<file path="src/design/cc20_pkg.sv">
`timescale 1ns / 1ps

package cc20_pkg;

  localparam int QUEUE_DEPTH = 4;

  // 10 double rounds, each split into 4 half quarter-round steps
  localparam int HALF_STEPS = 40;
  localparam int STEP_W     = 6;
  localparam logic [STEP_W-1:0] LAST_STEP = STEP_W'(HALF_STEPS - 1);

  localparam int CFG_ADDR_W = 6;
  localparam int CFG_DATA_W = 64;

  localparam logic [31:0] SIGMA0 = 32'h6170_7865;
  localparam logic [31:0] SIGMA1 = 32'h3320_646e;
  localparam logic [31:0] SIGMA2 = 32'h7962_2d32;
  localparam logic [31:0] SIGMA3 = 32'h6b20_6574;

  typedef enum logic [2:0] {
    REG_KEY0,
    REG_KEY1,
    REG_KEY2,
    REG_KEY3,
    REG_NONCE_LO,
    REG_NONCE_HI,
    REG_START_CTR
  } cfg_reg_t;

  typedef enum logic [1:0] {
    ENG_IDLE,
    ENG_ROUND,
    ENG_FEED
  } eng_state_t;

  typedef logic [15:0][31:0] block_t;

  typedef struct packed {
    logic [7:0]  data;
    logic        last;
    logic [5:0]  offset;
    logic [31:0] counter;
  } item_t;

  typedef struct packed {
    logic [7:0][31:0] key;
    logic [2:0][31:0] nonce;
  } cfg_t;

  typedef struct packed {
    logic        start;
    logic [31:0] counter;
    logic        flush;
  } eng_cmd_t;

  typedef struct packed {
    logic        busy;
    logic [31:0] busy_ctr;
    logic        blk_valid;
    logic [31:0] blk_ctr;
  } eng_stat_t;

  // One half of a quarter round on all four columns or diagonals at once.
  // late = 0: rotations 16/12, late = 1: rotations 8/7.
  function automatic block_t half_round(block_t w, logic diag, logic late);
    block_t      r;
    logic [1:0]  sb;
    logic [1:0]  sc;
    logic [1:0]  sd;
    logic [3:0]  ia;
    logic [3:0]  ib;
    logic [3:0]  ic;
    logic [3:0]  id;
    logic [31:0] a;
    logic [31:0] b;
    logic [31:0] c;
    logic [31:0] d;
    r = w;
    for (int q = 0; q < 4; q++) begin
      sb = 2'(q) + {1'b0, diag};
      sc = 2'(q) + {diag, 1'b0};
      sd = 2'(q) + {diag, diag};
      ia = {2'b00, 2'(q)};
      ib = {2'b01, sb};
      ic = {2'b10, sc};
      id = {2'b11, sd};
      a = w[ia];
      b = w[ib];
      c = w[ic];
      d = w[id];
      a = a + b;
      d = d ^ a;
      d = late ? {d[23:0], d[31:24]} : {d[15:0], d[31:16]};
      c = c + d;
      b = b ^ c;
      b = late ? {b[24:0], b[31:25]} : {b[19:0], b[31:20]};
      r[ia] = a;
      r[ib] = b;
      r[ic] = c;
      r[id] = d;
    end
    return r;
  endfunction

endpackage

</file>
<file path="src/design/cc20_back.sv">
`timescale 1ns / 1ps

module cc20_back (
  input  logic                clk,
  input  logic                rst_n,
  input  cc20_pkg::item_t     head,
  input  logic                head_valid,
  output logic                pop,
  input  logic                cfg_wr,
  input  cc20_pkg::eng_stat_t stat,
  input  cc20_pkg::block_t    blk,
  output cc20_pkg::eng_cmd_t  cmd,
  output logic                out_tvalid,
  input  logic                out_tready,
  output logic [7:0]          out_tdata,
  output logic                out_tlast
);

  cc20_pkg::block_t cur_r;

  logic        out_valid_r;
  logic        out_valid_nxt;
  logic [7:0]  out_data_r;
  logic        out_last_r;
  logic        out_free;
  logic        at_zero;
  logic        hit;
  logic        running;
  logic [31:0] ks_word;
  logic [31:0] ks_shift;

  assign out_free = !out_valid_r || out_tready;
  assign at_zero  = (head.offset == 6'd0);
  assign hit      = stat.blk_valid && (stat.blk_ctr == head.counter);
  assign running  = stat.busy && (stat.busy_ctr == head.counter);
  assign pop      = head_valid && out_free && (!at_zero || hit);

  // first byte of a block comes straight from the engine output
  assign ks_word  = at_zero ? blk[0] : cur_r[head.offset[5:2]];
  assign ks_shift = ks_word >> {head.offset[1:0], 3'b000};

  // on a hit the engine moves on to the next counter value when the byte is popped
  always_comb begin
    cmd.flush   = cfg_wr;
    cmd.start   = 1'b0;
    cmd.counter = head.counter;
    if (head_valid && at_zero) begin
      if (hit) begin
        cmd.start   = out_free;
        cmd.counter = head.counter + 32'd1;
      end else begin
        cmd.start = !running;
      end
    end
    out_valid_nxt = out_free ? pop : out_valid_r;
  end

  always_ff @(posedge clk) begin
    if (!rst_n) begin
      out_valid_r <= 1'b0;
    end else begin
      out_valid_r <= out_valid_nxt;
    end
  end

  always_ff @(posedge clk) begin
    if (pop) begin
      out_data_r <= head.data ^ ks_shift[7:0];
      out_last_r <= head.last;
      if (at_zero) begin
        cur_r <= blk;
      end
    end
  end

  assign out_tvalid = out_valid_r;
  assign out_tdata  = out_data_r;
  assign out_tlast  = out_last_r;

  a_prefetch: assert property (@(posedge clk) disable iff (!rst_n)
    (pop && at_zero && !cfg_wr) |=> stat.busy)
    else $error("no prefetch after block start");

  a_miss_work: assert property (@(posedge clk) disable iff (!rst_n)
    (head_valid && at_zero && !hit && !cfg_wr) |=> (stat.busy || stat.blk_valid))
    else $error("waiting block start without engine activity");

endmodule

</file>
<file path="config.mk">
export PLATFORM = sky130hd
export DESIGN_NAME = cc20_back
export DESIGN_NICKNAME = d
export VERILOG_FILES = /design/src/design/cc20_pkg.sv /design/src/design/cc20_back.sv
export SDC_FILE = /design/constraint.sdc
export NUM_CORES = 1
export LEC_CHECK = 0
export BUFFER_PORTS_ARGS = -buffer_cell sky130_fd_sc_hd__clkbuf_2
export CORE_AREA = 2 2 264 266
export DETAILED_ROUTE_END_ITERATION = 7
export DIE_AREA = 0 0 266 268
export SKIP_LAST_GASP = 1
export SYNTH_ARGS = -nofsm -noshare
export SYNTH_HDL_FRONTEND = slang
export SYNTH_SLANG_ARGS = --single-unit
</file>
<file path="constraint.sdc">
create_clock -name clk -period 65.9 [get_ports clk]
set_input_delay 13.18 -clock clk [delete_from_list [all_inputs] [get_ports clk]]
set_output_delay 13.18 -clock clk [all_outputs]
set_load 0.01 [all_outputs]
</file>
Yosys cells after proc, flatten, opt, wreduce, memory -nomap -nowiden
Cells that the tools add are included.
{ "word_totals": {"ram_bits": 0, "mem_bits_ro": 0, "ff_bits": 522, "mem_count": 0, "wordCells": 43, "inputBits": 630, "out_inout_bits": 45, "latchBits": 0} }
{ "classes": {"n_addsub": 1, "reduce_logical": 12, "div_mod_pow": 0, "order_cmp": 1, "multipliers": 0, "n_bitwise": 1, "shifts": 1, "eq_ne": 2, "mux": 6} }
{ "op_table": {"columns": ["operator", "count"], "rows": [
  ["$bmux W32 S4", 1],
  ["$mux W32", 3],
  ["$eq A32 B32 Y1", 2],
  ["$mux W33", 1],
  ["$add A32 B1 Y32 const B", 1],
  ["$shr A32 B5 Y8", 1],
  ["$xor A8 B8 Y8", 1],
  ["$logic_not A6 Y1", 1],
  ["$logic_and A1 B1 Y1", 5],
  ["$lt A4 B5 Y1 const B", 1],
  ["$logic_not A1 Y1", 3],
  ["$logic_or A1 B1 Y1", 2],
  ["$reduce_and A2 Y1", 1],
  ["$mux W1", 1]
]} }

Longest topological paths before layout
Gate-level depths: netlist (run 1).
{ "logic_depth": {"depth_word": 5, "depth_mapped": 10} }

Least setup slack after synthesis (run 1)
OpenSTA, ideal clock, no wires.
{ "synth_path": {"path_type": "input to register", "from": "input head[12] (netlist name)", "to": "register cur_r[0] (netlist name) (enable)", "required_ps": 63881, "path_stages": 7, "t_arrival_ps": 48854, "path_slack_ps": 15027, "setup_time_ps": 2019, "path_buffers": 2, "cell_sequence": "clkbuf_1 -> xnor2_1 -> nand4_1 -> nor3_1 -> nand4_2 -> buf_2 -> nor3_1"} }
{ "synth_via": {"elab_chain_len": 5} }
{ "synth_rtl": {"columns": ["element", "line", "source"], "rows": [
  ["from (decl)", "cc20_back.sv:6", "input cc20_pkg::item_t head,"],
  ["$eq A32 B32 Y1", "cc20_back.sv:34", "assign hit = stat.blk_valid && (stat.blk_ctr == head.counter);"],
  ["$logic_and A1 B1 Y1", "cc20_back.sv:34", null],
  ["$logic_or A1 B1 Y1", "cc20_back.sv:36", "assign pop = head_valid && out_free && (!at_zero || hit);"],
  ["$logic_and A1 B1 Y1", "cc20_back.sv:36", null],
  ["$reduce_and A2 Y1 (no line)", null, null],
  ["to (signal assigned)", "cc20_back.sv:71", "cur_r <= blk;"],
  ["to (decl)", "cc20_back.sv:19", "cc20_pkg::block_t cur_r;"]
]} }
Every way passes these cells.
A chain may end at the register's enable or synchronous reset.

==> results of run 1 <==
==> registers in the layout (all words and copies together), names as in the netlist <==
| name | cells |
|---|---|
| cur_r | 512 |
| out_tdata | 8 |
| out_tlast | 1 |
| out_tvalid | 1 |
==> metal layers <==
layer | GRT usage [%] | share of wire (%) | wire length (µm) | vias up
met5 | 0 | 0.090 | 69 | -
met4 | 6.544 | 2.7 | 2065 | 10
met3 | 6.002 | 7.8 | 6032 | 121
met2 | 38.32 | 52 | 40360 | 677
met1 | 24.03 | 37 | 28550 | 7022
li1 | - | - | - | 6246
==> layout by cell type (no fill, tap or decap), types with 21 or more instances in the layout <==
master / instances
clkbuf_2: 668
edfxtp_1: 521
mux4_2: 95
xnor2_1: 65
clkbuf_16: 57
mux2i_1: 48
nand2_1: 35
xor2_1: 32
nand4_1: 21
buf_4: 21
==> area by class of cell <==
type | instances | area [µm²] | share of cell area, %
Antenna cell | 9 | 22.52 | 0.08010
Clock buffer | 58 | 1430 | 5.087
Clock inverter | 43 | 429.2 | 1.526
Inverter | 12 | 45.04 | 0.1602
Multi-Input combinational cell | 588 | 5853 | 20.82
Sequential cell | 522 | 15670 | 55.72
Tap cell | 882 | 1104 | 3.925
Timing Repair Buffer | 693 | 3567 | 12.69
==> worst max-delay path: cells and delay by family <==
kind	cells	cell delay, ps
AND/OR/NAND/NOR	4	2420
buffers and inverters	2	390
XOR/XNOR	1	220
==> metrics by stage <==
step,utilization (%),hold WS (ps)
final,41.21,744.1
after global routing,41.21,781.5
after CTS,41.18,738.6
after detailed placement,38.45,729.9
after global placement,38.45,739.9
after floorplan,-,692.1
==> cell families after synthesis <==
logic type / synth area share (%)
DFF: 71.16
and+or+nand+nor: 5.576
muxes: 12.72
AOI/OAI and AO/OA: 4.235
xor gates and xnor gates: 3.933
buffers and inverters: 2.313
adders and majority gates: 0.05683
==> power by group through the flow <==
| stage | registers (mW) | logic [mW] | clock network (mW) |
|---|---|---|---|
| final | 0.366 | 0.0603 | 0.318 |
| after floorplan | 0.374 | 0.0256 | 0 |
| after global placement | 0.373 | 0.0603 | 0 |
| after detailed placement | 0.373 | 0.0609 | 0 |
| after global routing | 0.366 | 0.0648 | 0.338 |
| after CTS | 0.366 | 0.0612 | 0.326 |
==> final timing paths <==
path,end,slack (ps),cells after the start
setup / recovery,cmd[13],36480,7
hold / removal,out_tvalid,740,2
setup reg to reg,cur_r[443],62100,5
hold reg to reg,out_tvalid,740,2
==> flow_summary.ini, run 1 <==
[sta]
final_max_slew_viol_count = 0
finClkSkew_ps = 40.02
tightestPinTransition_ps = 1139
slew_headroom_pct = 24.07
fmax_mhz = 33.99
fin_crit_sh_pct = 44.64
hold_violations = 0
rsz0062_at_grt = false
fin_setup_tns_ps = 0
fin_crit_ps = 29420
setup_viol = 0
layout_setup_ws_ps = 36480

[critical_path]
startpoint = head[37]
critPathKind = input port to output pin
crit_slowest_cell = nor2_2
required_ps = 52720
cp_cell_sequence = buf_4 > nor2_2 > and3_1 > nand2_1 > nor4_1 > xor2_1 > clkbuf_2
setup.worst_path.start_class = input port
slowest_delay_ps = 700
r2r_start = out_tvalid
cp_max_fo = 29
crit_arrival_ps = 16240
critPathCaptureType = output pin

[routing]
drt_iter0_drc = 1056
post-route-drc-count = 0
viasPerCell = 5.015
avgRoutedWirePerCell_um = 27.46
vias = 14080
wl_um = 77070
ant_nets = 0
drt-pass1-iter-count = 5

[finish]
layout-drive-gt1-share_pct = 48.28
fin_area_mm2 = 0.02812
fillers = 6289
final_cells = 2807
layout.nets = 2505
syn2layout_area_growth_pct = 27.73

[floorplanning]
die_y_um = 268
core_mm2 = 0.06823
initial_core_util_pct = 32.26
die_area_mm2 = 0.07129
ios = 675
rows = 96
die_x_um = 266

[power_and_ir_drop]
leakagePower_nw = 10.35
swShare_pct = 22.18
power.net_switching_mw = 0.1652
p_total_mw = 0.7446
clock_power_share_pct = 42.7
peakVddDrop_mv = 0.02059
powerDensity_mw_per_mm2 = 26.48
seqPwrFrac_pct = 49.2
p_comb_share_pct = 8.1
p_int_mw = 0.5794

[placement]
dpl_worst_slack_ps = 36460
gp_congestion = 1.075
place_hpwl_um = 59080
dp.cells = 2697
placed_cell_area_mm2 = 0.02623
port_buffers = 672

[global_routing]
antenna_found_initial = 16
grtUsageTotal_pct = 21.11
grt_pass1_wl_um = 105900
grt_overflow_total = 0
grt_max_degree = 187
grt_pass1_vias = 14760

[yosys]
post_synth.cell_area_avg_um2 = 18.42
synth_commonest_cells = edfxtp_1 (521), mux4_2 (95), xnor2_1 (65), mux2i_1 (48), nand2_1 (35)
synthCells = 1195
synthesis.area_mm2 = 0.02201
ys_ff_latch = 522
synth_cell_types = 74
synth_top_area_share_pct = 71.07
yosysTopAreaCell = edfxtp_1
async_flop_share_pct = 0
synth_nets = 1826
seq_area_frac_synth_pct = 71.16
synth-main-ff-cell = edfxtp_1
yosysWarningCount = 0
synth_edf_count = 521
yosys-top-cells-area = edfxtp_1 (71%), mux4_2 (9.7%), xnor2_1 (2.6%)
synth.most_common_cell = edfxtp_1

[clock_network]
clockRootBuffer = clkbuf_16
clk_pin_slew_ps = 60
cts_buffer_depth = 3
insertion_delay_ps = 620
postCtsSetupRepairBufs = 0
hold_buffers = 0
cts_tree = done
numCtsBuffers = 57
cts_resized = 0
numClockSinks = 522
htreeDepth = 2

[flow_run]
drv_cap = 0

[worst_hold_path]
min_path_type = register to register
holdCritStartpoint = out_tvalid

[status]
status = finished clean
Power figures use the tool's default switching activity.
==> inputs of run 2 (changes only) <==
CORE_AREA = 2 2 262 264   (was 2 2 264 266)
DIE_AREA = 0 0 264 266   (was 0 0 266 268)
clock period = 23.9 ns   (was 65.9 ns; I/O delays follow)
==> run 2 against run 1 <==
  * Global-route usage is 1.1 points higher
  * Setup slack got worse by 25000 ps
  * Hold slack gained 32 ps
  * Cell count increased by 0.25%
  * Combinational power rose to 2.8 times the previous value
  * Flip-flop and latch count is the same
  * Critical endpoint is now cmd[2]
  * Largest cell class unchanged
  * Largest power group unchanged
  * Highest routed layer unchanged
==> flow_summary.ini, run 2 (synthesis results as in run 1) <==
[status]
status = finished clean

[clock_network]
htreeDepth = 2
numCtsBuffers = 56
insertion_delay_ps = 650
numClockSinks = 522
clk_pin_slew_ps = 70
cts_buffer_depth = 3
postCtsSetupRepairBufs = 0
hold_buffers = 0
cts_tree = done
clockRootBuffer = clkbuf_16
cts_resized = 0

[critical_path]
crit_arrival_ps = 7920
path_delay_family = simple AND/OR/NAND/NOR gates
startpoint = head[37]
crit-reg2reg-capture = cur_r[183]
path_depth = 7
r2r_cells = 5
critPathCaptureType = output pin
crit_end = cmd[2]
setup.worst_path.start_class = input port
required_ps = 19120
path_buf_inv = 2
r2r_start = out_tvalid
crit_slowest_cell = nor2_2
slowest_delay_ps = 670
cp_cell_sequence = buf_4 > nor2_2 > and3_1 > nand2_1 > nor2_1 > mux2_2 > clkbuf_2
cp_max_fo = 27
critPathKind = input port to output pin
reg2reg_slack_ps = 20310

[global_routing]
grt_max_degree = 167
antenna_found_initial = 20
grtUsageTotal_pct = 22.24
gr-usage-met3_pct = 6.839
grt_pass1_vias = 15080
top_usage_layer = met2
use_met1_pct = 26.11
grt_overflow_total = 0
grt_pass1_wl_um = 110200
grt_util_met2_pct = 39.16

[placement]
port_buffers = 672
dp.cells = 2699
gp_congestion = 0.8536
place_hpwl_um = 60670

[floorplanning]
die_area_mm2 = 0.07022
initial_core_util_pct = 32.49
ios = 675
die_y_um = 266
rows = 96
die_x_um = 264
core_mm2 = 0.06775

[sta]
hold_violations = 0
fin_crit_ps = 12700
tightestPinTransition_ps = 1012
fmax_mhz = 78.77
rsz0062_at_grt = false
finClkSkew_ps = 62.17
slew_headroom_pct = 32.52
fin_setup_tns_ps = 0
holdWs_ps = 775.9
setup_viol = 0
fin_crit_sh_pct = 53.12
final_max_slew_viol_count = 0

[routing]
wl_um = 78960
ant_nets = 0
avgRoutedWirePerCell_um = 28.06
viasPerCell = 5.002
vias = 14080
drt-pass1-iter-count = 5
drt_iter0_drc = 1196
post-route-drc-count = 0

[finish]
largest_register_ffs = 512
fin_util_pct = 41.62
final_cells = 2814
layout-drive-gt1-share_pct = 48.39
layout.nets = 2506
final_common_cell = clkbuf_2
fillers = 6277
layout_common_cells = clkbuf_2 (668), edfxtp_1 (521), mux4_2 (95)
largest-register = cur_r
syn2layout_area_growth_pct = 28.09

[power_and_ir_drop]
leakagePower_nw = 10.37
peakVddDrop_mv = 0.08279
p_total_mw = 2.072
powerDensity_mw_per_mm2 = 73.50

[worst_hold_path]
min_path_type = register to register

[flow_run]
drv_cap = 0
run 2: cell types whose count changed in the layout (fill, tap and decap cells not counted), sizes merged:
| cell | before | now |
|---|---|---|
| clkbuf | 726 | 732 |
| inv | 16 | 12 |
| clkinvlp | 2 | 5 |
| buf | 25 | 27 |
| clkinv | 30 | 28 |
| bufinv | 7 | 8 |
| diode | 9 | 10 |
run 2: final cells by class:
| class | count | area (µm²) | area share (%) |
|---|---|---|---|
| Antenna cell | 10 | 25.02 | 0.08875 |
| Tap cell | 882 | 1104 | 3.914 |
| Sequential cell | 522 | 15670 | 55.56 |
| Clock buffer | 64 | 1431 | 5.077 |
| Multi-Input combinational cell | 588 | 5864 | 20.80 |
| Inverter | 12 | 45.04 | 0.1598 |
| Clock inverter | 41 | 479.2 | 1.700 |
| Timing Repair Buffer | 695 | 3582 | 12.70 |
run 2: where the power goes:
part	leakage (nW)	switching [mW]	internal (mW)
clock network	0.918	0.375	0.520
registers	4.69	0.000615	1.01
logic	4.76	0.0898	0.0776
total	10.4	0.465	1.61
run 2: metrics by stage:
stage	area, µm²	setup WS (ps)
global placement	26260	11190
finish	28200	11200
floorplan	22020	5357
CTS	28170	11140
global route	28180	10960
detailed placement	26260	11140
run 2: how the worst min path moves through the flow:
| stage | startpoint | end | cells after the start |
|---|---|---|---|
| 4_1_cts | out_tvalid | out_tvalid | 2 |
| 2_1_floorplan | out_tvalid | out_tvalid | 2 |
| 6_report | out_tvalid | out_tvalid | 2 |
| 5_1_grt | out_tvalid | out_tvalid | 2 |
| 3_5_place_dp | out_tvalid | out_tvalid | 2 |
| 3_3_place_gp | out_tvalid | out_tvalid | 2 |
run 2: metal layers:
metal	vias up	wire length [µm]
met5	-	141
met4	20	2328
met3	119	6790
li1	6263	-
met1	6978	29680
met2	696	40030
run 2: worst reg2reg max path, delay by kind of cell, from the launching register on:
family                 cells  cell delay, ps
buffers and inverters      3            2460
DFF                        1             330
and+or+nand+nor            2             400
