## config.mk

```make
export PLATFORM = sky130hd
export DESIGN_NAME = cc20_fifo
export DESIGN_NICKNAME = d
export VERILOG_FILES = /design/src/design/cc20_pkg.sv /design/src/design/cc20_fifo.sv
export SDC_FILE = /design/constraint.sdc
export NUM_CORES = 1
export LEC_CHECK = 0
export BUFFER_PORTS_ARGS = -buffer_cell sky130_fd_sc_hd__buf_2
export CAP_MARGIN = 30
export CORE_MARGIN = 4
export CORE_UTILIZATION = 30
export DETAILED_ROUTE_END_ITERATION = 10
export GPL_TIMING_DRIVEN = 0
export PLACE_DENSITY = 0.48
export SLEW_MARGIN = 0
export SYNTH_ARGS = -nofsm -noshare
export SYNTH_HDL_FRONTEND = slang
export SYNTH_SLANG_ARGS = --single-unit
export TNS_END_PERCENT = 10
```

## constraint.sdc

```tcl
create_clock -name clk -period 1.9 [get_ports clk]
set_input_delay 0.285 -clock clk [delete_from_list [all_inputs] [get_ports clk]]
set_output_delay 0.285 -clock clk [all_outputs]
set_load 0.02 [all_outputs]
```

## src/design/cc20_pkg.sv

```systemverilog
`timescale 1ns / 1ps

package cc20_pkg;

  localparam int QUEUE_DEPTH = 4;

  // 10 double rounds, each split into 4 half quarter-round steps
  localparam int HALF_STEPS = 40;
  localparam int STEP_W     = 6;
  localparam logic [STEP_W-1:0] LAST_STEP = STEP_W'(HALF_STEPS - 1);

  localparam int CFG_ADDR_W = 6;
  localparam int CFG_DATA_W = 64;

  localparam logic [31:0] SIGMA0 = 32'h6170_7865;
  localparam logic [31:0] SIGMA1 = 32'h3320_646e;
  localparam logic [31:0] SIGMA2 = 32'h7962_2d32;
  localparam logic [31:0] SIGMA3 = 32'h6b20_6574;

  typedef enum logic [2:0] {
    REG_KEY0,
    REG_KEY1,
    REG_KEY2,
    REG_KEY3,
    REG_NONCE_LO,
    REG_NONCE_HI,
    REG_START_CTR
  } cfg_reg_t;

  typedef enum logic [1:0] {
    ENG_IDLE,
    ENG_ROUND,
    ENG_FEED
  } eng_state_t;

  typedef logic [15:0][31:0] block_t;

  typedef struct packed {
    logic [7:0]  data;
    logic        last;
    logic [5:0]  offset;
    logic [31:0] counter;
  } item_t;

  typedef struct packed {
    logic [7:0][31:0] key;
    logic [2:0][31:0] nonce;
  } cfg_t;

  typedef struct packed {
    logic        start;
    logic [31:0] counter;
    logic        flush;
  } eng_cmd_t;

  typedef struct packed {
    logic        busy;
    logic [31:0] busy_ctr;
    logic        blk_valid;
    logic [31:0] blk_ctr;
  } eng_stat_t;

  // One half of a quarter round on all four columns or diagonals at once.
  // late = 0: rotations 16/12, late = 1: rotations 8/7.
  function automatic block_t half_round(block_t w, logic diag, logic late);
    block_t      r;
    logic [1:0]  sb;
    logic [1:0]  sc;
    logic [1:0]  sd;
    logic [3:0]  ia;
    logic [3:0]  ib;
    logic [3:0]  ic;
    logic [3:0]  id;
    logic [31:0] a;
    logic [31:0] b;
    logic [31:0] c;
    logic [31:0] d;
    r = w;
    for (int q = 0; q < 4; q++) begin
      sb = 2'(q) + {1'b0, diag};
      sc = 2'(q) + {diag, 1'b0};
      sd = 2'(q) + {diag, diag};
      ia = {2'b00, 2'(q)};
      ib = {2'b01, sb};
      ic = {2'b10, sc};
      id = {2'b11, sd};
      a = w[ia];
      b = w[ib];
      c = w[ic];
      d = w[id];
      a = a + b;
      d = d ^ a;
      d = late ? {d[23:0], d[31:24]} : {d[15:0], d[31:16]};
      c = c + d;
      b = b ^ c;
      b = late ? {b[24:0], b[31:25]} : {b[19:0], b[31:20]};
      r[ia] = a;
      r[ib] = b;
      r[ic] = c;
      r[id] = d;
    end
    return r;
  endfunction

endpackage

```

## src/design/cc20_fifo.sv

```systemverilog
`timescale 1ns / 1ps

module cc20_fifo #(
  parameter int Depth = cc20_pkg::QUEUE_DEPTH
) (
  input  logic            clk,
  input  logic            rst_n,
  input  logic            push,
  input  cc20_pkg::item_t push_item,
  output logic            full,
  input  logic            pop,
  output cc20_pkg::item_t head,
  output logic            head_valid
);

  localparam int PtrW = (Depth > 1) ? $clog2(Depth) : 1;
  localparam int CntW = $clog2(Depth + 1);
  localparam logic [PtrW-1:0] PtrLast = PtrW'(Depth - 1);
  localparam logic [CntW-1:0] CntFull = CntW'(Depth);

  cc20_pkg::item_t mem [Depth];

  logic [PtrW-1:0] wr_ptr_r;
  logic [PtrW-1:0] wr_ptr_nxt;
  logic [PtrW-1:0] rd_ptr_r;
  logic [PtrW-1:0] rd_ptr_nxt;
  logic [CntW-1:0] count_r;
  logic [CntW-1:0] count_nxt;

  assign full       = (count_r == CntFull);
  assign head_valid = (count_r != '0);
  assign head       = mem[rd_ptr_r];

  always_comb begin
    wr_ptr_nxt = wr_ptr_r;
    rd_ptr_nxt = rd_ptr_r;
    count_nxt  = count_r;
    if (push) begin
      wr_ptr_nxt = (wr_ptr_r == PtrLast) ? '0 : wr_ptr_r + PtrW'(1);
    end
    if (pop) begin
      rd_ptr_nxt = (rd_ptr_r == PtrLast) ? '0 : rd_ptr_r + PtrW'(1);
    end
    case ({push, pop})
      2'b10:   count_nxt = count_r + CntW'(1);
      2'b01:   count_nxt = count_r - CntW'(1);
      default: count_nxt = count_r;
    endcase
  end

  always_ff @(posedge clk) begin
    if (push) begin
      mem[wr_ptr_r] <= push_item;
    end
  end

  always_ff @(posedge clk) begin
    if (!rst_n) begin
      wr_ptr_r <= '0;
      rd_ptr_r <= '0;
      count_r  <= '0;
    end else begin
      wr_ptr_r <= wr_ptr_nxt;
      rd_ptr_r <= rd_ptr_nxt;
      count_r  <= count_nxt;
    end
  end

endmodule

```

* Yosys cells after proc, flatten, opt, wreduce, memory -nomap -nowiden
Memories as Yosys holds them, arrays and structs flattened. A register that Yosys moved wholly into a read port is not among the register bits.
Cells that the tools add are included.
** Word-level totals
- Output and inout bits :: 49
- Word-level logic and storage cells :: 22
- Input bits :: 51
- Bits in writable memories :: 188
- Bits in registers :: 7
- Memories kept :: 1
** Operators by class
- Reduce and logical (&&, ||, !) cells :: 2
- Mux-type cells :: 7
- Equality and inequality tests :: 5
- Add/subtract/negate cells :: 4
** Memory list
- mem :: words 4, width 47, read ports 1, clocked after Yosys merged registers in 1, wr ports 1, RTL line cc20_fifo.sv:21 : cc20_pkg::item_t mem [Depth];
** Operators by type and width (number)
- 2-bit 2-to-1 mux :: 4
- 2-bit equality test, second input constant :: 3
- 3-bit one-hot mux with 2 select lines :: 1
- 2-bit by 1-bit adder with 2-bit output, second input constant :: 2
- 3-bit by 1-bit adder with 3-bit output, second input constant :: 1
- 3-bit equality test, second input constant :: 1
- 3-bit nonzero test :: 1
- 3-bit by 1-bit subtractor with 3-bit output, second input constant :: 1
- 2-bit by 1-bit equality test with 1-bit output, second input constant :: 1
- 1-bit 2-to-1 mux :: 2
- 2-bit nonzero test :: 1

* Logic depth before layout (Yosys ltp)
Gate-level depths: netlist of run 1.
- Depth after elaboration :: 4
- Mapped depth :: 6
- Depth with buffers taken out :: 6

* Worst setup path before layout of run 1
No wires, ideal clock.
- Kind :: register -> register
- Start point :: register wr_ptr_r[0]
- End point :: memory mem[3][0] in the netlist's numbering, enable pin
- Arrival time :: 1.676 ns
- Library setup time :: 0.409 ns
- Stages on the path, launching flop included :: 3
- Period minus slack after synthesis :: 2.085 ns
- Required time :: 1.491 ns
- Setup slack :: -0.185 ns
- Cell sequence :: dfxtp_1 > ha_1 > and2_1
** RTL lines
- start, declared :: RTL line cc20_fifo.sv:23 : logic [PtrW-1:0] wr_ptr_r;
- start signal, assigned :: RTL line cc20_fifo.sv:63 : wr_ptr_r <= wr_ptr_nxt;
- end, declared :: RTL line cc20_fifo.sv:21
No word-level cell before the write port.

==> impl_metrics.json, run 1 <==
{
  "io_pins": 100,
  "wl_per_cell_um": 18.64,
  "synthToLayoutAreaGrowth_pct": 21.89,
  "final_common_cell": "edfxtp_1",
  "grtUsageMet3": 0.03356,
  "fillers": 2193,
  "worstRegToRegCells": 2,
  "cts_made_buffers": 17,
  "path_buf_inv": 3,
  "status": "finished with violations",
  "cp_cell_sequence": "buf_12 -> buf_12 -> mux4_2 -> buf_2",
  "wl_um": 13820,
  "min_from": "push_item[13]",
  "cts_root_buffer": "clkbuf_16",
  "grt.busiest_layer": "met2",
  "grt_antenna_before_repair": 0,
  "ir_worst_vdd_uv": 480.3,
  "core_area_um2": 23610,
  "slew_headroom": 0.4536,
  "final_cell_mix": "edfxtp_1 (188), buf_2 (90), mux4_2 (47)",
  "io_buffer_count": 99,
  "dr.pass1.iters": 4,
  "synth_seq_cells": 197,
  "clock-sinks": 197,
  "insertion_delay_ns": 0.42,
  "switching_power_mw": 2.117,
  "hold_viol": 0,
  "intPower_mw": 7.310,
  "post-route-period-util": 1.098,
  "clkPwrFrac": 0.367,
  "place_congestion": 0.6243,
  "cpMaxStageDelayCell": "mux4_2",
  "switching_share": 0.2245,
  "regArea_um2": 5827,
  "drc_errors": 0,
  "cp-end-kind": "primary output",
  "ys_types": 21,
  "power_density_nw_per_um2": 1065,
  "r2r_slack_ns": 0.19,
  "p_leak_nw": 2.965,
  "fmax_mhz": 479.2,
  "fin_ws_ns": -0.1867,
  "grt_max_degree": 48,
  "die_y_um": 163.6,
  "cts_tree": "done",
  "dr.first_iter.drc_count": 189,
  "critPathMaxStageDelay_ns": 0.52,
  "drv_cap": 0,
  "yosysSeqAreaShare": 0.8021,
  "multi_input_area_um2": 1334,
  "synth_area_leaders": "edfxtp_1 (78%), mux4_2 (15%), dfxtp_1 (2.5%)",
  "critical_path_arrival_ns": 1.80,
  "startpoint_type": "register",
  "worstMarginPinSlew_ns": 0.8196,
  "path_depth": 4,
  "p_seq_frac": 0.530,
  "period_minus_slack_ns": 2.087,
  "initial_core_util": 0.3076,
  "critical_path_class": "reg2out",
  "grt_pass1_vias": 3678,
  "antenna_left": 0,
  "synth_nets": 346,
  "combPwrFrac": 0.104,
  "antenna_cells": 0,
  "yosysTopAreaCellShare": 0.7773,
  "violations": "setup timing",
  "skew_ns": 0.01088,
  "whs_ns": 0.07292,
  "fin_nets": 467,
  "place_ws_ns": -0.04211,
  "avgSynthCellArea_um2": 25.22,
  "met1_usage": 0.1412,
  "grt_pass1_wl_um": 21220,
  "hold_class": "in2reg",
  "cts_buffer_depth": 2,
  "reg2reg_from": "wr_ptr_r[0]$_SDFFE_PN0P_",
  "worstHoldPathCells": 1,
  "h-tree-depth": 4,
  "drive_gt1_frac": 0.4526,
  "syn_inst": 288,
  "clkTransAtPathRegs_ns": 0.07,
  "track_usage": 0.1085,
  "setup_viol": 46,
  "dieArea_um2": 26760,
  "dp.final_hpwl_um": 7891,
  "grt_setup_unrepaired": "true",
  "die_w_um": 163.6,
  "yosysWarningCount": 0,
  "grt_remaining_overflow": 0,
  "cp_top_family": "multiplexers",
  "report.final.slew_viol_count": 0,
  "via_per_inst": 4.398,
  "dr_total_vias": 3259,
  "syn_area_um2": 7263,
  "synth_area_leader_cell": "edfxtp_1",
  "cpMostUsedCell": "buf_12",
  "gr-usage-met2": 0.1774,
  "rows": 56,
  "worst-path-max-fanout": 10,
  "crit_required_ns": 1.62
}
sequential cells by signal (all words and copies together) (netlist names), named ones only:
register and flops:
rd_ptr_r 2, count_r 3, wr_ptr_r 2, mem 188
cells in the mapped netlist:
| master | count |
|---|---|
| nor3b_1 | 3 |
| clkbuf_1 | 1 |
| a21boi_0 | 1 |
| o21ai_0 | 1 |
| inv_1 | 3 |
| xnor2_1 | 2 |
| ha_1 | 6 |
| dfxtp_1 | 9 |
| edfxtp_1 | 188 |
| and2_1 | 5 |
| nor2b_1 | 5 |
| a21oi_1 | 1 |
| mux4_2 | 47 |
| or3_1 | 2 |
| o21a_1 | 1 |
| buf_12 | 3 |
| buf_2 | 4 |
| buf_6 | 1 |
| fa_1 | 1 |
| buf_4 | 1 |
| mux2i_1 | 3 |
cell families after synthesis:
| group | Yosys count | synth area share |
|---|---|---|
| AND/OR/NAND/NOR | 15 | 0.01344 |
| XOR/XNOR | 2 | 0.002412 |
| AO/OA/AOI/OAI | 4 | 0.003445 |
| flip-flops | 197 | 0.8021 |
| adder cells (fa/ha/maj) | 7 | 0.01309 |
| multiplexers | 50 | 0.1499 |
| buffers and inverters | 13 | 0.01568 |
metal layers:
layer | up-vias | part of all wire
li1 | 1461 | -
met1 | 1710 | 0.45
met3 | 12 | 0.044
met4 | 0 | 0.0090
met2 | 76 | 0.50
met5 | - | 0
power by group through the flow:
stage / Clock [mW] / Sequential, mW / Combinational, mW
4_1_cts: 3.58 / 4.99 / 1.00
5_1_grt: 3.78 / 5.01 / 1.06
3_3_place_gp: 0 / 5.09 / 0.931
3_5_place_dp: 0 / 5.09 / 0.951
2_1_floorplan: 0 / 5.08 / 0.595
6_report: 3.46 / 4.99 / 0.978
metrics by stage:
| stage | power, mW | utilization | instances | TNS (ns) | instance area, µm² |
|---|---|---|---|---|---|
| finish | 9.426 | 0.3749 | 741 | -6.401 | 8853 |
| global route | 9.848 | 0.3749 | 741 | -10.45 | 8853 |
| CTS | 9.575 | 0.3742 | 741 | -8.811 | 8835 |
| detailed placement | 6.041 | 0.3459 | 706 | -0.04211 | 8168 |
| global placement | 6.020 | 0.3455 | 706 | -192.51 | 8159 |
| floorplan | 5.674 | - | 288 | -24.13 | 7264 |
area by class of cell:
type / instances / share of cell area
Buffer: 10 / 0.01427
Clock buffer: 19 / 0.04890
Clock inverter: 13 / 0.01456
Inverter: 3 / 0.001272
Multi-Input combinational cell: 78 / 0.1507
Sequential cell: 197 / 0.6581
Tap cell: 319 / 0.04508
Timing Repair Buffer: 102 / 0.06713
repair_timing:
action / CTS / global route
resized for setup: 22 / 6
pin swaps: 0 / 0
endpoints found under the setup margin: 47 / 47
cloned: 1 / 0
hold buffers: 0 / 0
setup buffers: 2 / 0
path summary, 6_finish.rpt:
path | endpoint
max reg2reg | mem[3][9]$_DFFE_PP_
max | head[8]
min reg2reg | count_r[2]$_SDFFE_PN0P_
min | mem[2][13]$_DFFE_PP_
(Power assumes the default switching activity.)
==> inputs of run 2 (changes only) <==
==> constraint.sdc (replaced) <==
create_clock -name clk -period 1.9 [get_ports clk]
set_input_delay 0.285 -clock clk [delete_from_list [all_inputs] [get_ports clk]]
set_output_delay 0.285 -clock clk [all_outputs]
set_load 0.05 [all_outputs]
==> run 2 against run 1 <==
Effect of this change: the flow still finishes with violations (setup timing); sequential power about the same; die area stayed put; design area rose by 3.4%; critical endpoint is now head[18]; largest cell class unchanged; largest power group unchanged.
==> impl_metrics.json, run 2 (synthesis gave the netlist of run 1 again) <==
{
  "slew_headroom": 0.4486,
  "cp_top_family": "multiplexers",
  "cp-end-kind": "primary output",
  "report.final.slew_viol_count": 0,
  "insertion_delay_ns": 0.42,
  "grt_max_degree": 48,
  "violations": "setup timing",
  "antenna_left": 0,
  "reg_top3": "mem: 188 flops, count_r: 3 flops",
  "final_cell_mix": "edfxtp_1 (188), buf_2 (59), mux4_2 (47)",
  "via_per_inst": 4.422,
  "min_from": "push_item[13]",
  "top_register": "mem",
  "largest_register_ff_count": 188,
  "cpMostUsedCell": "buf_12",
  "drc_errors": 0,
  "io_pins": 100,
  "critPathMaxStageDelay_ns": 0.54,
  "die_w_um": 163.6,
  "critical_path_arrival_ns": 1.81,
  "setup_viol": 47,
  "drv_cap": 0,
  "post-route-period-util": 1.103,
  "hold_viol": 0,
  "grt_antenna_before_repair": 0,
  "critical_path_class": "reg2out",
  "drive_gt1_frac": 0.4590,
  "r2r_end": "mem[3][8]$_DFFE_PP_",
  "cts_buffer_depth": 2,
  "antenna_cells": 0,
  "track_usage": 0.1084,
  "r2r_slack_ns": 0.18,
  "dr.pass1.iters": 4,
  "p_leak_nw": 3.081,
  "cts_root_buffer": "clkbuf_16",
  "cts-hold-fix-buffers": 0,
  "reg2reg_from": "wr_ptr_r[0]$_SDFFE_PN0P_",
  "rows": 56,
  "ir_worst_vdd_uv": 490.4,
  "worstHoldPathCells": 1,
  "cts_made_buffers": 17,
  "grt_setup_unrepaired": "true",
  "grt_remaining_overflow": 0,
  "power_density_nw_per_um2": 1082,
  "wl_per_cell_um": 18.91,
  "dr_total_vias": 3299,
  "synthToLayoutAreaGrowth_pct": 26.10,
  "place_inst": 706,
  "cts_tree": "done",
  "worst-path-max-fanout": 9,
  "final_common_cell": "edfxtp_1",
  "core_area_um2": 23610,
  "skew_ns": 0.01262,
  "worstRegToRegCells": 2,
  "final_cell_count_no_fill": 746,
  "dr.first_iter.drc_count": 148,
  "startpoint_type": "register",
  "hold_class": "in2reg",
  "clock-sinks": 197,
  "status": "finished with violations",
  "dp.final_hpwl_um": 7891,
  "hold_end": "mem[2][13]$_DFFE_PP_",
  "clkTransAtPathRegs_ns": 0.07,
  "total_power_mw": 9.912,
  "cp_cell_sequence": "buf_12 -> buf_12 -> mux4_2 -> buf_6",
  "initial_core_util": 0.3076,
  "grt_pass1_vias": 3687,
  "fmax_mhz": 477.3,
  "io_buffer_count": 99,
  "cpMaxStageDelayCell": "mux4_2",
  "worstMarginPinSlew_ns": 0.8270,
  "fin_nets": 472,
  "h-tree-depth": 4,
  "die_y_um": 163.6,
  "fin_ws_ns": -0.1951,
  "grt_pass1_wl_um": 21200,
  "place_congestion": 0.6243,
  "wl_um": 14110,
  "path_buf_inv": 3,
  "period_minus_slack_ns": 2.095,
  "crit_required_ns": 1.62,
  "dieArea_um2": 26760,
  "whs_ns": 0.07356
}
-- run 2: cell type report --
cell class	instances	area (µm²)
buffer	10	135.1
clock buffer	19	432.9
clock inverter	13	128.9
fill	2170	14450
inverter	3	11.26
multi-input combinational	78	1334
sequential	197	5829
tap	319	399.1
timing repair buffer	107	888.4
-- run 2: timing repair --
action	4_1_cts	5_1_grt
gates cloned	0	4
buffers inserted	2	2
pin swaps	0	0
gates resized for setup	82	13
endpoints found under the setup margin	47	47
-- run 2: layer usage --
metal / up-vias / wire length, µm / share of wire / global-route usage
met1: 1745 / 6322 / 0.45 / 0.1408
met2: 69 / 7112 / 0.50 / 0.1770
met4: 0 / 119 / 0.0084 / 0.02974
met5: - / 0 / 0 / 0
li1: 1474 / - / - / -
met3: 11 / 550 / 0.039 / 0.03381
-- run 2: worst register-to-register path, stage by stage (launching register included) --
cell	delay (ns)
dfxtp_1	0.40
ha_1	0.20
and2_4	0.69
-- run 2: per-stage QoR --
step / setup WS, ns / setup TNS [ns] / util / cell area [µm²]
finish: -0.1951 / -7.884 / 0.3879 / 9159
global route: -0.2736 / -11.59 / 0.3879 / 9159
CTS: -0.2589 / -9.718 / 0.3816 / 9010
detailed placement: -0.04211 / -0.04211 / 0.3459 / 8168
global placement: -1.286 / -192.51 / 0.3455 / 8159
floorplan: -0.1767 / -24.13 / - / 7264
-- run 2: worst max-delay path by stage --
stage | start | to | cells after the start
4_1_cts | register | head[38] | 3
2_1_floorplan | wr_ptr_r[0]$_SDFFE_PN0P_ | mem[2][0]$_DFFE_PP_ | 3
5_1_grt | register | head[18] | 4
6_report | register | head[18] | 4
3_3_place_gp | wr_ptr_r[0]$_SDFFE_PN0P_ | mem[0][3]$_DFFE_PP_ | 3
3_5_place_dp | push | count_r[2]$_SDFFE_PN0P_ | 7
-- run 2: report_power, final --
part	internal, mW	switching [mW]	leakage [nW]
registers	4.94	0.0465	1.80
clock network	1.93	1.53	0.274
logic	0.566	0.894	1.00
total	7.45	2.47	3.08
