File: src/design/cc20_pkg.sv
`timescale 1ns / 1ps

package cc20_pkg;

  localparam int QUEUE_DEPTH = 4;

  // 10 double rounds, each split into 4 half quarter-round steps
  localparam int HALF_STEPS = 40;
  localparam int STEP_W     = 6;
  localparam logic [STEP_W-1:0] LAST_STEP = STEP_W'(HALF_STEPS - 1);

  localparam int CFG_ADDR_W = 6;
  localparam int CFG_DATA_W = 64;

  localparam logic [31:0] SIGMA0 = 32'h6170_7865;
  localparam logic [31:0] SIGMA1 = 32'h3320_646e;
  localparam logic [31:0] SIGMA2 = 32'h7962_2d32;
  localparam logic [31:0] SIGMA3 = 32'h6b20_6574;

  typedef enum logic [2:0] {
    REG_KEY0,
    REG_KEY1,
    REG_KEY2,
    REG_KEY3,
    REG_NONCE_LO,
    REG_NONCE_HI,
    REG_START_CTR
  } cfg_reg_t;

  typedef enum logic [1:0] {
    ENG_IDLE,
    ENG_ROUND,
    ENG_FEED
  } eng_state_t;

  typedef logic [15:0][31:0] block_t;

  typedef struct packed {
    logic [7:0]  data;
    logic        last;
    logic [5:0]  offset;
    logic [31:0] counter;
  } item_t;

  typedef struct packed {
    logic [7:0][31:0] key;
    logic [2:0][31:0] nonce;
  } cfg_t;

  typedef struct packed {
    logic        start;
    logic [31:0] counter;
    logic        flush;
  } eng_cmd_t;

  typedef struct packed {
    logic        busy;
    logic [31:0] busy_ctr;
    logic        blk_valid;
    logic [31:0] blk_ctr;
  } eng_stat_t;

  // One half of a quarter round on all four columns or diagonals at once.
  // late = 0: rotations 16/12, late = 1: rotations 8/7.
  function automatic block_t half_round(block_t w, logic diag, logic late);
    block_t      r;
    logic [1:0]  sb;
    logic [1:0]  sc;
    logic [1:0]  sd;
    logic [3:0]  ia;
    logic [3:0]  ib;
    logic [3:0]  ic;
    logic [3:0]  id;
    logic [31:0] a;
    logic [31:0] b;
    logic [31:0] c;
    logic [31:0] d;
    r = w;
    for (int q = 0; q < 4; q++) begin
      sb = 2'(q) + {1'b0, diag};
      sc = 2'(q) + {diag, 1'b0};
      sd = 2'(q) + {diag, diag};
      ia = {2'b00, 2'(q)};
      ib = {2'b01, sb};
      ic = {2'b10, sc};
      id = {2'b11, sd};
      a = w[ia];
      b = w[ib];
      c = w[ic];
      d = w[id];
      a = a + b;
      d = d ^ a;
      d = late ? {d[23:0], d[31:24]} : {d[15:0], d[31:16]};
      c = c + d;
      b = b ^ c;
      b = late ? {b[24:0], b[31:25]} : {b[19:0], b[31:20]};
      r[ia] = a;
      r[ib] = b;
      r[ic] = c;
      r[id] = d;
    end
    return r;
  endfunction

endpackage

File: src/design/cc20_front.sv
`timescale 1ns / 1ps

module cc20_front (
  input  logic                clk,
  input  logic                rst_n,
  input  logic                in_tvalid,
  output logic                in_tready,
  input  logic [7:0]          in_tdata,
  input  logic                in_tuser,
  input  logic                in_tlast,
  input  logic [31:0]         start_counter,
  input  logic                q_full,
  output logic                q_push,
  output cc20_pkg::item_t     q_item
);

  logic [5:0]  off_r;
  logic [5:0]  off_nxt;
  logic [31:0] ctr_r;
  logic [31:0] ctr_nxt;
  logic [5:0]  cur_off;
  logic [31:0] cur_ctr;

  assign in_tready = !q_full;
  assign q_push    = in_tvalid && !q_full;

  // a first-flagged byte restarts the block position
  assign cur_off = in_tuser ? 6'd0 : off_r;
  assign cur_ctr = in_tuser ? start_counter : ctr_r;

  assign q_item.data    = in_tdata;
  assign q_item.last    = in_tlast;
  assign q_item.offset  = cur_off;
  assign q_item.counter = cur_ctr;

  always_comb begin
    off_nxt = off_r;
    ctr_nxt = ctr_r;
    if (q_push) begin
      off_nxt = cur_off + 6'd1;
      ctr_nxt = (cur_off == 6'd63) ? cur_ctr + 32'd1 : cur_ctr;
    end
  end

  always_ff @(posedge clk) begin
    if (!rst_n) begin
      off_r <= '0;
      ctr_r <= '0;
    end else begin
      off_r <= off_nxt;
      ctr_r <= ctr_nxt;
    end
  end

endmodule

File: config.mk
export PLATFORM = sky130hd
export DESIGN_NAME = cc20_front
export DESIGN_NICKNAME = d
export VERILOG_FILES = /design/src/design/cc20_pkg.sv /design/src/design/cc20_front.sv
export SDC_FILE = /design/constraint.sdc
export NUM_CORES = 1
export LEC_CHECK = 0
export BUFFER_PORTS_ARGS = -buffer_cell sky130_fd_sc_hd__buf_2
export CORE_AREA = 2 2 79 81
export DETAILED_ROUTE_END_ITERATION = 8
export DIE_AREA = 0 0 81 83
export PLACE_DENSITY = 0.78
export REMOVE_ABC_BUFFERS = 1
export SLEW_MARGIN = 5
export SYNTH_ARGS = -nofsm -noshare
export SYNTH_HDL_FRONTEND = slang
export SYNTH_SLANG_ARGS = --single-unit
File: constraint.sdc
create_clock -name clk -period 4 [get_ports clk]
set_clock_uncertainty 0.1 [all_clocks]
set_input_delay 0.6 -clock clk [delete_from_list [all_inputs] [get_ports clk]]
set_output_delay 0.6 -clock clk [all_outputs]
set_load 0.01 [all_outputs]
# Yosys cells after proc, flatten, opt, wreduce, memory -nomap -nowiden

Cells that the tools add are included.

Register bits after elaboration: 38
Bits of input ports: 46
Output and inout port bits: 49
Logic and storage cells: 10

Add/sub/neg operators: 2
Eq/ne operators: 1
Multiplexer cells: 3
Reduce and logical (&&, ||, !) cells: 2

Operators with widths:

| kind                                          | count |
|---|---|
| 2-to-1 mux 32 bit                             | 2 |
| adder 32 x 1 -> 32 bit, second input constant | 1 |
| adder 6 x 1 -> 6 bit, second input constant   | 1 |
| equality test 6 bit, second input constant    | 1 |
| 2-to-1 mux 6 bit                              | 1 |
| logical AND 1 bit                             | 1 |
| zero test 1 bit                               | 1 |

# Logic depth before layout (Yosys ltp)

Gate-level depths: netlist of the first run.

Word-level depth: 3
Gate-level depth with buffers: 12
Mapped depth without buffers: 7

# Worst setup path after synthesis of the first run

Ideal clock, no wire load.

Path kind: in2reg
Start: input in_tuser
End: register ctr_r[26]
Library setup time: 122 ps
Arrival: 3350 ps
Required time: 3778 ps
Setup slack: 428 ps
Cell stages on the path: 11
Path buffers: 4
Cell sequence: buf_6 > buf_2 > buf_1 > clkbuf_1 > nor2b_1 > ha_1 > nand4_1 > nor4b_4 > nand4_4 > o311a_1 > a311o_1

RTL lines:

| item                 | RTL line         | text |
|---|---|---|
| start, declared      | cc20_front.sv:9  | `input logic in_tuser,` |
| end signal, assigned | cc20_front.sv:51 | `ctr_r <= ctr_nxt;` |
| end, declared        | cc20_front.sv:19 | `logic [31:0] ctr_r;` |

# Worst setup path after layout of the first run

Start: input in_tuser
End: register ctr_r[25]

Cells in the longest elaborated chain, start to end: 3
Elaborated cells on any way between the ends: 5
Those cells by class: add/sub (1); eq/ne (1); mux (3)

Ends and longest elaborated chain:

| item                                                                 | RTL line                           | text |
|---|---|---|
| 2-to-1 mux 32 bit / 2-to-1 mux 6 bit (equally long branches)         | cc20_front.sv:29, cc20_front.sv:28 |  |
| adder 32 x 1 -> 32 bit / equality test 6 bit (equally long branches) | cc20_front.sv:41                   | `ctr_nxt = (cur_off == 6'd63) ? cur_ctr + 32'd1 : cur_ctr;` |
| 2-to-1 mux 32 bit *                                                  | cc20_front.sv:41                   |  |

Every way passes the cells marked *; elsewhere a longest branch is shown, timed or not.
A chain may end at the register's enable or synchronous reset.

==> run_results.csv, run 1 <==
group,metric,value,unit
global_route,grt_pass1_vias,2803,
critical_path,cp-end-kind,"flop",
drt,routed_wl,7730,µm
logic_synthesis,synth_top_area_share,26.4,%
critical_path,cp_max_fo,32,
sta,tns,0,ps
finish,final_nets,468,
drt,dr.pass1.iters,4,
logic_synthesis,synthTopCellsByArea,"dfxtp_1 26%, nand3_1 10%, mux2_2 9.0%, nand2_1 5.1%, mux2i_1 3.5%",
pwr,irDropWorstVdd,0.142,mV
logic_synthesis,avgSynthCellArea,7.94,µm²
drt,route.detailed.drc,0,
sta,setup_viol,0,
die,die_w,81,µm
critical_path,critPathMostFrequentCell,"nand3_1",
logic_synthesis,synthArstFlopShare,0,%
global_route,grt_overflow,0,
logic_synthesis,synth_area,2880,µm²
critical_path,crit_chain,"buf_2, nor2b_1, ha_1, nand3_1, nor3_2, buf_4, nand4_1, or4b_1, nand3_1",
sta,fin_crit_sh,77.3,%
finish,drive_above_1_share,28.5,%
sta,slew_violations,0,
critical_path,path_class,"input port to flop",
sta,rsz0062_at_grt,"false",
critical_path,max_stage_delay,670,ps
clock_network,post_cts_resized,0,
die,rows,28,
finish,diodes,0,
clock_network,clkTransAtPathRegs,80,ps
die,io_pins,95,
run_status,status,"complete, no violations",
logic_synthesis,seq_area_frac_synth,26.4,%
clock_network,clock_latency,290,ps
placed_design,dpl.hpwl,5620,µm
clock_network,clock_sinks,38,
critical_path,slowest_stage,"or4b_1",
clock_network,clock_path_buffers,2,
die,dieArea,6720,µm²
drt,ant_nets,0,
sta,slew_headroom,48.3,%
die,coreArea,5820,µm²
drt,routedWlPerCell,15.6,µm
pwr,p_leak,1.45,nW
global_route,grt_pass1_wl,12600,µm
critical_path,required,4130,ps
sta,period_minus_slack,3090,ps
pwr,power_density,294,nW/µm²
drt,vias_per_cell,5.89,
clock_network,post_cts_buffers,0,
logic_synthesis,synthFlopType,"dfxtp_1",
logic_synthesis,ys_ff_latch,38,
clock_network,postCtsHoldBufs,0,
clock_network,cts_root_buffer,"clkbuf_8",
logic_synthesis,yosys_warnings,0,
finish,n_fill_cell,562,
clock_network,cts_tree,"built",
drt,drt_iter0_drc,218,
placed_design,port_buffers,76,
finish,area_growth,16.7,%
sta,worst_pin_slew,775,ps
logic_synthesis,ys_types,53,
finish,final_common_cell,"buf_2",
logic_synthesis,synth_top_cell_by_area,"dfxtp_1",
finish,fin_util,57.9,%
global_route,grt_max_degree,43,
global_route,antenna_found_initial,0,
worst_hold_path,hold_class,"flop to flop",
finish,final_cell_mix,"76 x buf_2, 58 x nand3_1, 39 x nand2_1",
die,initial_core_util,49.6,%
critical_path,start_kind,"input port",
placed_design,gp_congestion,0.923,
die,die_y,83,µm
clock_network,cts_max_level,2,
critical_path,arrival,3220,ps
logic_synthesis,synthCells,363,
job,drv_cap,0,
drt,vias,2919,
sta,hold_violations,0,
global_route,grt_use_total,22.8,%
sta,timing.fmax,323,MHz
logic_synthesis,synth_edf_count,0,
clock_network,numCtsBuffers,5,
==> metal layers <==
layer | global-route usage (%) | wire length [µm]
met2 | 37.8 | 3730
met5 | 2.50 | 0
met1 | 28.9 | 3400
met4 | 6.63 | 84
met3 | 5.33 | 511
==> synth_stat cells, types with 3 or more instances <==
master / number
nand2_1: 39
nand4_1: 11
dfxtp_1: 38
o211ai_1: 10
buf_4: 10
mux2i_1: 10
nand3_1: 58
and2_1: 9
xnor2_1: 10
xor2_1: 4
buf_2: 5
a21boi_0: 5
nand4b_1: 3
or4_1: 10
a22oi_1: 4
inv_1: 13
nor2_1: 9
and3_1: 3
mux2_2: 23
clkbuf_1: 13
nor2b_1: 7
o311ai_0: 5
nand3b_1: 9
o21ai_0: 19
==> sequential cells by signal (all words and copies together), names as in the netlist <==
signal,cells
ctr_r,32
off_r,6
==> power by group <==
part	switching, mW	internal (mW)
clock network	0.145	0.266
registers	0.0107	0.391
logic	0.103	0.0753
total	0.258	0.732
==> stage by stage <==
step	total power [mW]	setup WS, ps	area, µm²	hold slack (ps)	std cells
final	0.991	908	3370	381	496
after CTS	0.996	931	3370	384	496
after detailed placement	0.588	617	3220	372	488
after global placement	0.584	750	3220	364	488
after global routing	1.03	670	3370	415	496
after floorplan	0.503	1040	2710	342	331
==> final cells by class <==
class	instances	area (µm²)	area share, %
Multi-Input combinational cell	280	1900	56.3
Sequential cell	38	761	22.6
Timing Repair Buffer	82	425	12.6
Tap cell	75	93.8	2.79
Clock buffer	6	82.6	2.45
Clock inverter	2	60.1	1.78
Inverter	13	48.8	1.45
==> critical path: cells and delay by family <==
kind	cells	cell delay, ps
and+or+nand+nor	6	1840
adders and majority gates	1	290
buffers and inverters	2	470
==> final timing paths <==
check | slack, ps | to | depth (start not counted) | startpoint
max | 910 | ctr_r[25] | 9 | in_tuser
min | 380 | ctr_r[12] | 2 | ctr_r[12]
max reg2reg | 1210 | ctr_r[25] | 8 | off_r[0]
min reg2reg | 380 | ctr_r[12] | 2 | ctr_r[12]
==> cell families after synthesis <==
family          synth area share (%)
buf+inv                         7.90
fa+ha+maj                      0.868
flops                           26.4
mux                             12.5
xor+xnor                        4.25
compound gates                  15.0
simple gates                    33.1
Power figures use the tool's default switching activity.
==> run 2: changes to the inputs <==
Clock period 4 ns to 3 ns, I/O delays scaled along.
==> run_results.csv, run 2 (synthesized netlist as in run 1, its figures left out) <==
group,metric,value,unit
drt,ant_nets,0,
critical_path,critPathBufInv,1,
sta,fin_crit_sh,81.6,%
critical_path,required,3130,ps
global_route,grt_use_total,23.9,%
die,initial_core_util,49.6,%
clock_network,post_cts_resized,0,
sta,timing.fmax,409,MHz
job,drv_cap,0,
die,die_y,83,µm
finish,diodes,0,
clock_network,cts_root_buffer,"clkbuf_8",
clock_network,numCtsBuffers,5,
drt,routedWlPerCell,15.7,µm
sta,tns,0,ps
die,dieArea,6720,µm²
global_route,grt_pass1_vias,2739,
finish,final_cell_mix,"76 x buf_2, 58 x nand3_1, 39 x nand2_1",
pwr,p_leak,1.47,nW
sta,worst_pin_slew,696,ps
critical_path,path_class,"flop to flop",
clock_network,post_cts_buffers,0,
placed_design,dpl.hpwl,5750,µm
run_status,status,"complete, no violations",
finish,n_fill_cell,557,
critical_path,cp_max_fo,9,
die,die_w,81,µm
finish,top_regs,"ctr_r: 32 flops, off_r: 6 flops",
critical_path,start_kind,"flop",
global_route,grt_pass1_wl,13000,µm
clock_network,clkTransAtPathRegs,80,ps
drt,vias_per_cell,5.99,
critical_path,max_stage_delay,470,ps
drt,vias,3014,
finish,largest-register,"ctr_r",
finish,area_growth,17.7,%
finish,postLayoutCellArea,3390,µm²
die,io_pins,95,
drt,dr.pass1.iters,5,
finish,largest_reg_flops,32,
drt,drt_iter0_drc,215,
pwr,power_density,338,nW/µm²
clock_network,clock_sinks,38,
placed_design,gp_congestion,0.874,
global_route,antenna_found_initial,0,
sta,hold_violations,0,
placed_design,port_buffers,76,
sta,rsz0062_at_grt,"false",
pwr,irDropWorstVdd,0.168,mV
critical_path,path_delay_family,"simple AND/OR/NAND/NOR gates",
clock_network,clock_latency,290,ps
drt,route.detailed.drc,0,
global_route,grt_overflow,0,
die,rows,28,
sta,setup_viol,0,
finish,drive_above_1_share,29.4,%
clock_network,cts_tree,"built",
sta,slew_headroom,52.4,%
clock_network,postCtsHoldBufs,0,
clock_network,cts_max_level,2,
drt,routed_wl,7880,µm
finish,final_common_cell,"buf_2",
critical_path,arrival,2580,ps
die,coreArea,5820,µm²
placed_design,place_area,3300,µm²
finish,final_nets,475,
sta,slew_violations,0,
global_route,grt_max_degree,43,
critical_path,crit_chain,"nor2b_1, ha_1, nand4_1, nor4b_4, nand4_4, buf_4, or4_1, nand3_1",
sta,period_minus_slack,2450,ps
critical_path,slowest_stage,"or4_1",
critical_path,cp-end-kind,"flop",
worst_hold_path,hold_class,"input port to flop",
clock_network,clock_path_buffers,2,
[run 2: cell types whose count changed in the layout (fill, tap and decap cells not counted)]
cell       delta
buf_12        +2
clkinv_2      +1
clkbuf_1      +1
bufinv_16     -2
buf_4         +5
[run 2: power breakdown]
group / leakage (nW) / switching [mW] / internal (mW) / total, mW
Combinational: 1.11 / 0.139 / 0.107 / 0.247
Clock: 0.0482 / 0.180 / 0.186 / 0.366
Sequential: 0.309 / 0.0143 / 0.521 / 0.536
Total: 1.47 / 0.334 / 0.814 / 1.15
[run 2: final timing paths]
path / start / endpoint / slack, ps / cells past startpoint
worst max register to register: off_r[0] / ctr_r[22] / 550 / 8
worst min-delay path: rst_n / ctr_r[14] / 370 / 3
worst max-delay path: off_r[0] / ctr_r[22] / 550 / 8
worst min register to register: ctr_r[12] / ctr_r[12] / 380 / 2
[run 2: cell type report]
class,count,area (µm²),share of cell area [%]
clock inverter,1,5.00,0.147
inverter,13,48.8,1.44
clock buffer,7,86.3,2.54
multi-input combinational,280,1900,55.9
timing repair buffer,89,503,14.8
tap,75,93.8,2.77
sequential,38,761,22.4
[run 2: metal layers]
metal	global-route usage, %	up-vias	part of all wire, %
met5	2.50	-	0
met3	5.11	11	7.9
li1	-	1471	-
met2	36.1	144	47
met4	7.55	0	1.5
met1	33.5	1388	44
[run 2: tightest hold or removal path, stage by stage]
cell and delay [ps]:
buf_2 120, nand2_1 70, o21ai_0 70
[run 2: metrics by stage]
step                hold WS, ps  utilization, %  cells  total power [mW]  setup slack (ps)
detailed placement          373            56.8    495             0.792               292
global placement            363            56.8    495             0.787               335
CTS                         360            58.3    503              1.16               533
floorplan                   342               -    331             0.670               190
finish                      366            58.3    503              1.15               553
global route                370            58.3    503              1.21               367
==> run 3: changes to the inputs <==
Settings changed: CORE_AREA 2 2 79 81 to 2 2 83 85, DIE_AREA 0 0 81 83 to 0 0 85 87, PLACE_DENSITY 0.78 to 0.74.
Clock period 3 ns to 2.2 ns, I/O delays scaled along.
==> run_results.csv, run 3 (synthesized netlist as in run 1, its figures left out) <==
group,metric,value,unit
finish,fin_util,60.1,%
clock_network,cts_tree,"built",
die,dieArea,7400,µm²
worst_hold_path,whs_endpoint,"ctr_r[8]",
global_route,grt_max_degree,36,
placed_design,place_area,3640,µm²
sta,fin_crit_sh,102,%
critical_path,reg2reg_slack,-40,ps
finish,postLayoutCellArea,3950,µm²
drt,highest_layer,"met4",
clock_network,clkTransAtPathRegs,80,ps
clock_network,clock_latency,290,ps
clock_network,clock_path_buffers,2,
critical_path,r2r-start,"off_r[0]",
die,die_y,87,µm
worst_hold_path,hold_path_depth,2,
drt,routed_wl,8970,µm
clock_network,postCtsHoldBufs,0,
drt,drt-met1-wl,3790,µm
pwr,power_frac_clock,29.7,%
sta,period_minus_slack,2240,ps
placed_design,port_buffers,76,
finish,final_cell_mix,"75 x buf_2, 66 x buf_4, 52 x nand3_1",
drt,routedWlPerCell,15.8,µm
sta,rsz0062_at_grt,"true",
sta,hold_violations,0,
critical_path,reg2regPathDepth,8,
pwr,p_int,1.11,mW
pwr,power_density,403,nW/µm²
worst_hold_path,min_from,"rst_n",
finish,largest_reg_flops,32,
critical_path,start_kind,"flop",
job,drv_cap,0,
finish,n_fill_cell,572,
sta,worst_pin_slew,613,ps
global_route,antenna_found_initial,0,
clock_network,cts_root_buffer,"clkbuf_8",
global_route,grt_use_total,22.9,%
finish,final_nets,536,
drt,dr.pass1.iters,4,
drt,wl_met2,4380,µm
critical_path,r2r_end,"ctr_r[28]",
sta,setup_viol,2,
sta,fin_hold_ws,270,ps
placed_design,gp_congestion,0.862,
global_route,grt_overflow,0,
finish,diodes,0,
die,initial_core_util,43.9,%
finish,area_growth,36.8,%
die,io_pins,95,
clock_network,cts_max_level,2,
die,die_w,85,µm
finish,final_common_cell,"buf_2",
die,rows,30,
pwr,combPwrFrac,24.4,%
global_route,grt_pass1_wl,13800,µm
pwr,power,1.59,mW
finish,drive_above_1_share,41.4,%
finish,finalNonFillerCells,568,
run_status,status,"complete, but fails checks",
drt,route.detailed.drc,0,
run_status,violations,"setup timing",
drt,ant_nets,0,
pwr,p_sw_share,30.0,%
drt,vias,3252,
drt,drt_iter0_drc,246,
sta,slew_headroom,59.0,%
finish,largest-register,"ctr_r",
critical_path,cp-end-kind,"flop",
critical_path,required,2340,ps
global_route,grt_pass1_vias,2942,
placed_design,dpl.hpwl,6390,µm
pwr,p_seq_share,45.9,%
worst_hold_path,hold_class,"input port to flop",
clock_network,clock_sinks,38,
clock_network,numCtsBuffers,5,
sta,setup_slack,-35.5,ps
pwr,netSwitchingPower,0.478,mW
critical_path,cp_max_fo,4,
pwr,p_leak,1.81,nW
finish,top_regs,"ctr_r: 32 flops, off_r: 6 flops",
critical_path,arrival,2370,ps
sta,slew_violations,0,
drt,wl_met3,604,µm
drt,vias_per_cell,5.73,
critical_path,path_class,"flop to flop",
pwr,irDropWorstVdd,0.244,mV
sta,timing.fmax,447,MHz
die,coreArea,6570,µm²
placed_design,dp_cells,548,
## run 3: routing by layer
metal / track usage [%] / up-vias
met3: 5.02 / 13
met2: 39.4 / 127
li1: - / 1583
met4: 7.36 / 0
met5: 0 / -
met1: 28.6 / 1529
## run 3: worst max path at each step
stage | from | end | slack (ps) | cells after the start
2_1_floorplan | off_r[0] | ctr_r[26] | -510 | 7
3_3_place_gp | in_tuser | ctr_r[24] | -300 | 9
3_5_place_dp | in_tuser | ctr_r[26] | -340 | 8
4_1_cts | off_r[1] | ctr_r[28] | -20 | 8
5_1_grt | off_r[0] | ctr_r[28] | -100 | 8
6_report | off_r[0] | ctr_r[28] | -40 | 8
## run 3: per-stage QoR
stage,setup TNS [ps],worst slack (ps)
2_1_floorplan,-4970,-513
3_3_place_gp,-3690,-302
3_5_place_dp,-4770,-343
4_1_cts,-28.2,-20.1
5_1_grt,-550,-101
6_report,-50.7,-35.5
## run 3: what timing repair did
item / in CTS / in global routing
setup buffers: 7 / 5
pin swaps: 12 / 19
gates resized for setup: 15 / 23
cloned: 0 / 1
endpoints found under the setup margin: 19 / 24
## run 3: cell type report
cell class              instances  area [µm²]  share of cell area (%)
multi-input cells             280        1990                    50.4
clock buffers                   7        76.3                    1.93
well taps                      80         100                    2.54
flip-flops and latches         38         764                    19.4
repair buffers                150         968                    24.5
inverters                      13        48.8                    1.24
## run 3: worst max-delay path, stage by stage, from the launching register on
cell and delay, ps:
dfxtp_2 340, nor2b_4 170, ha_4 160, nand4_1 190, nor4b_4 340, nand4_4 180
buf_6 160, or4_4 470, nand3_2 80
## run 3: power by group through the flow
| stage | sequential (mW) | combinational (mW) | clock, mW |
|---|---|---|---|
| floorplan | 0.740 | 0.174 | 0 |
| global placement | 0.744 | 0.366 | 0 |
| detailed placement | 0.745 | 0.371 | 0 |
| CTS | 0.730 | 0.379 | 0.478 |
| global route | 0.733 | 0.422 | 0.500 |
| finish | 0.730 | 0.388 | 0.472 |
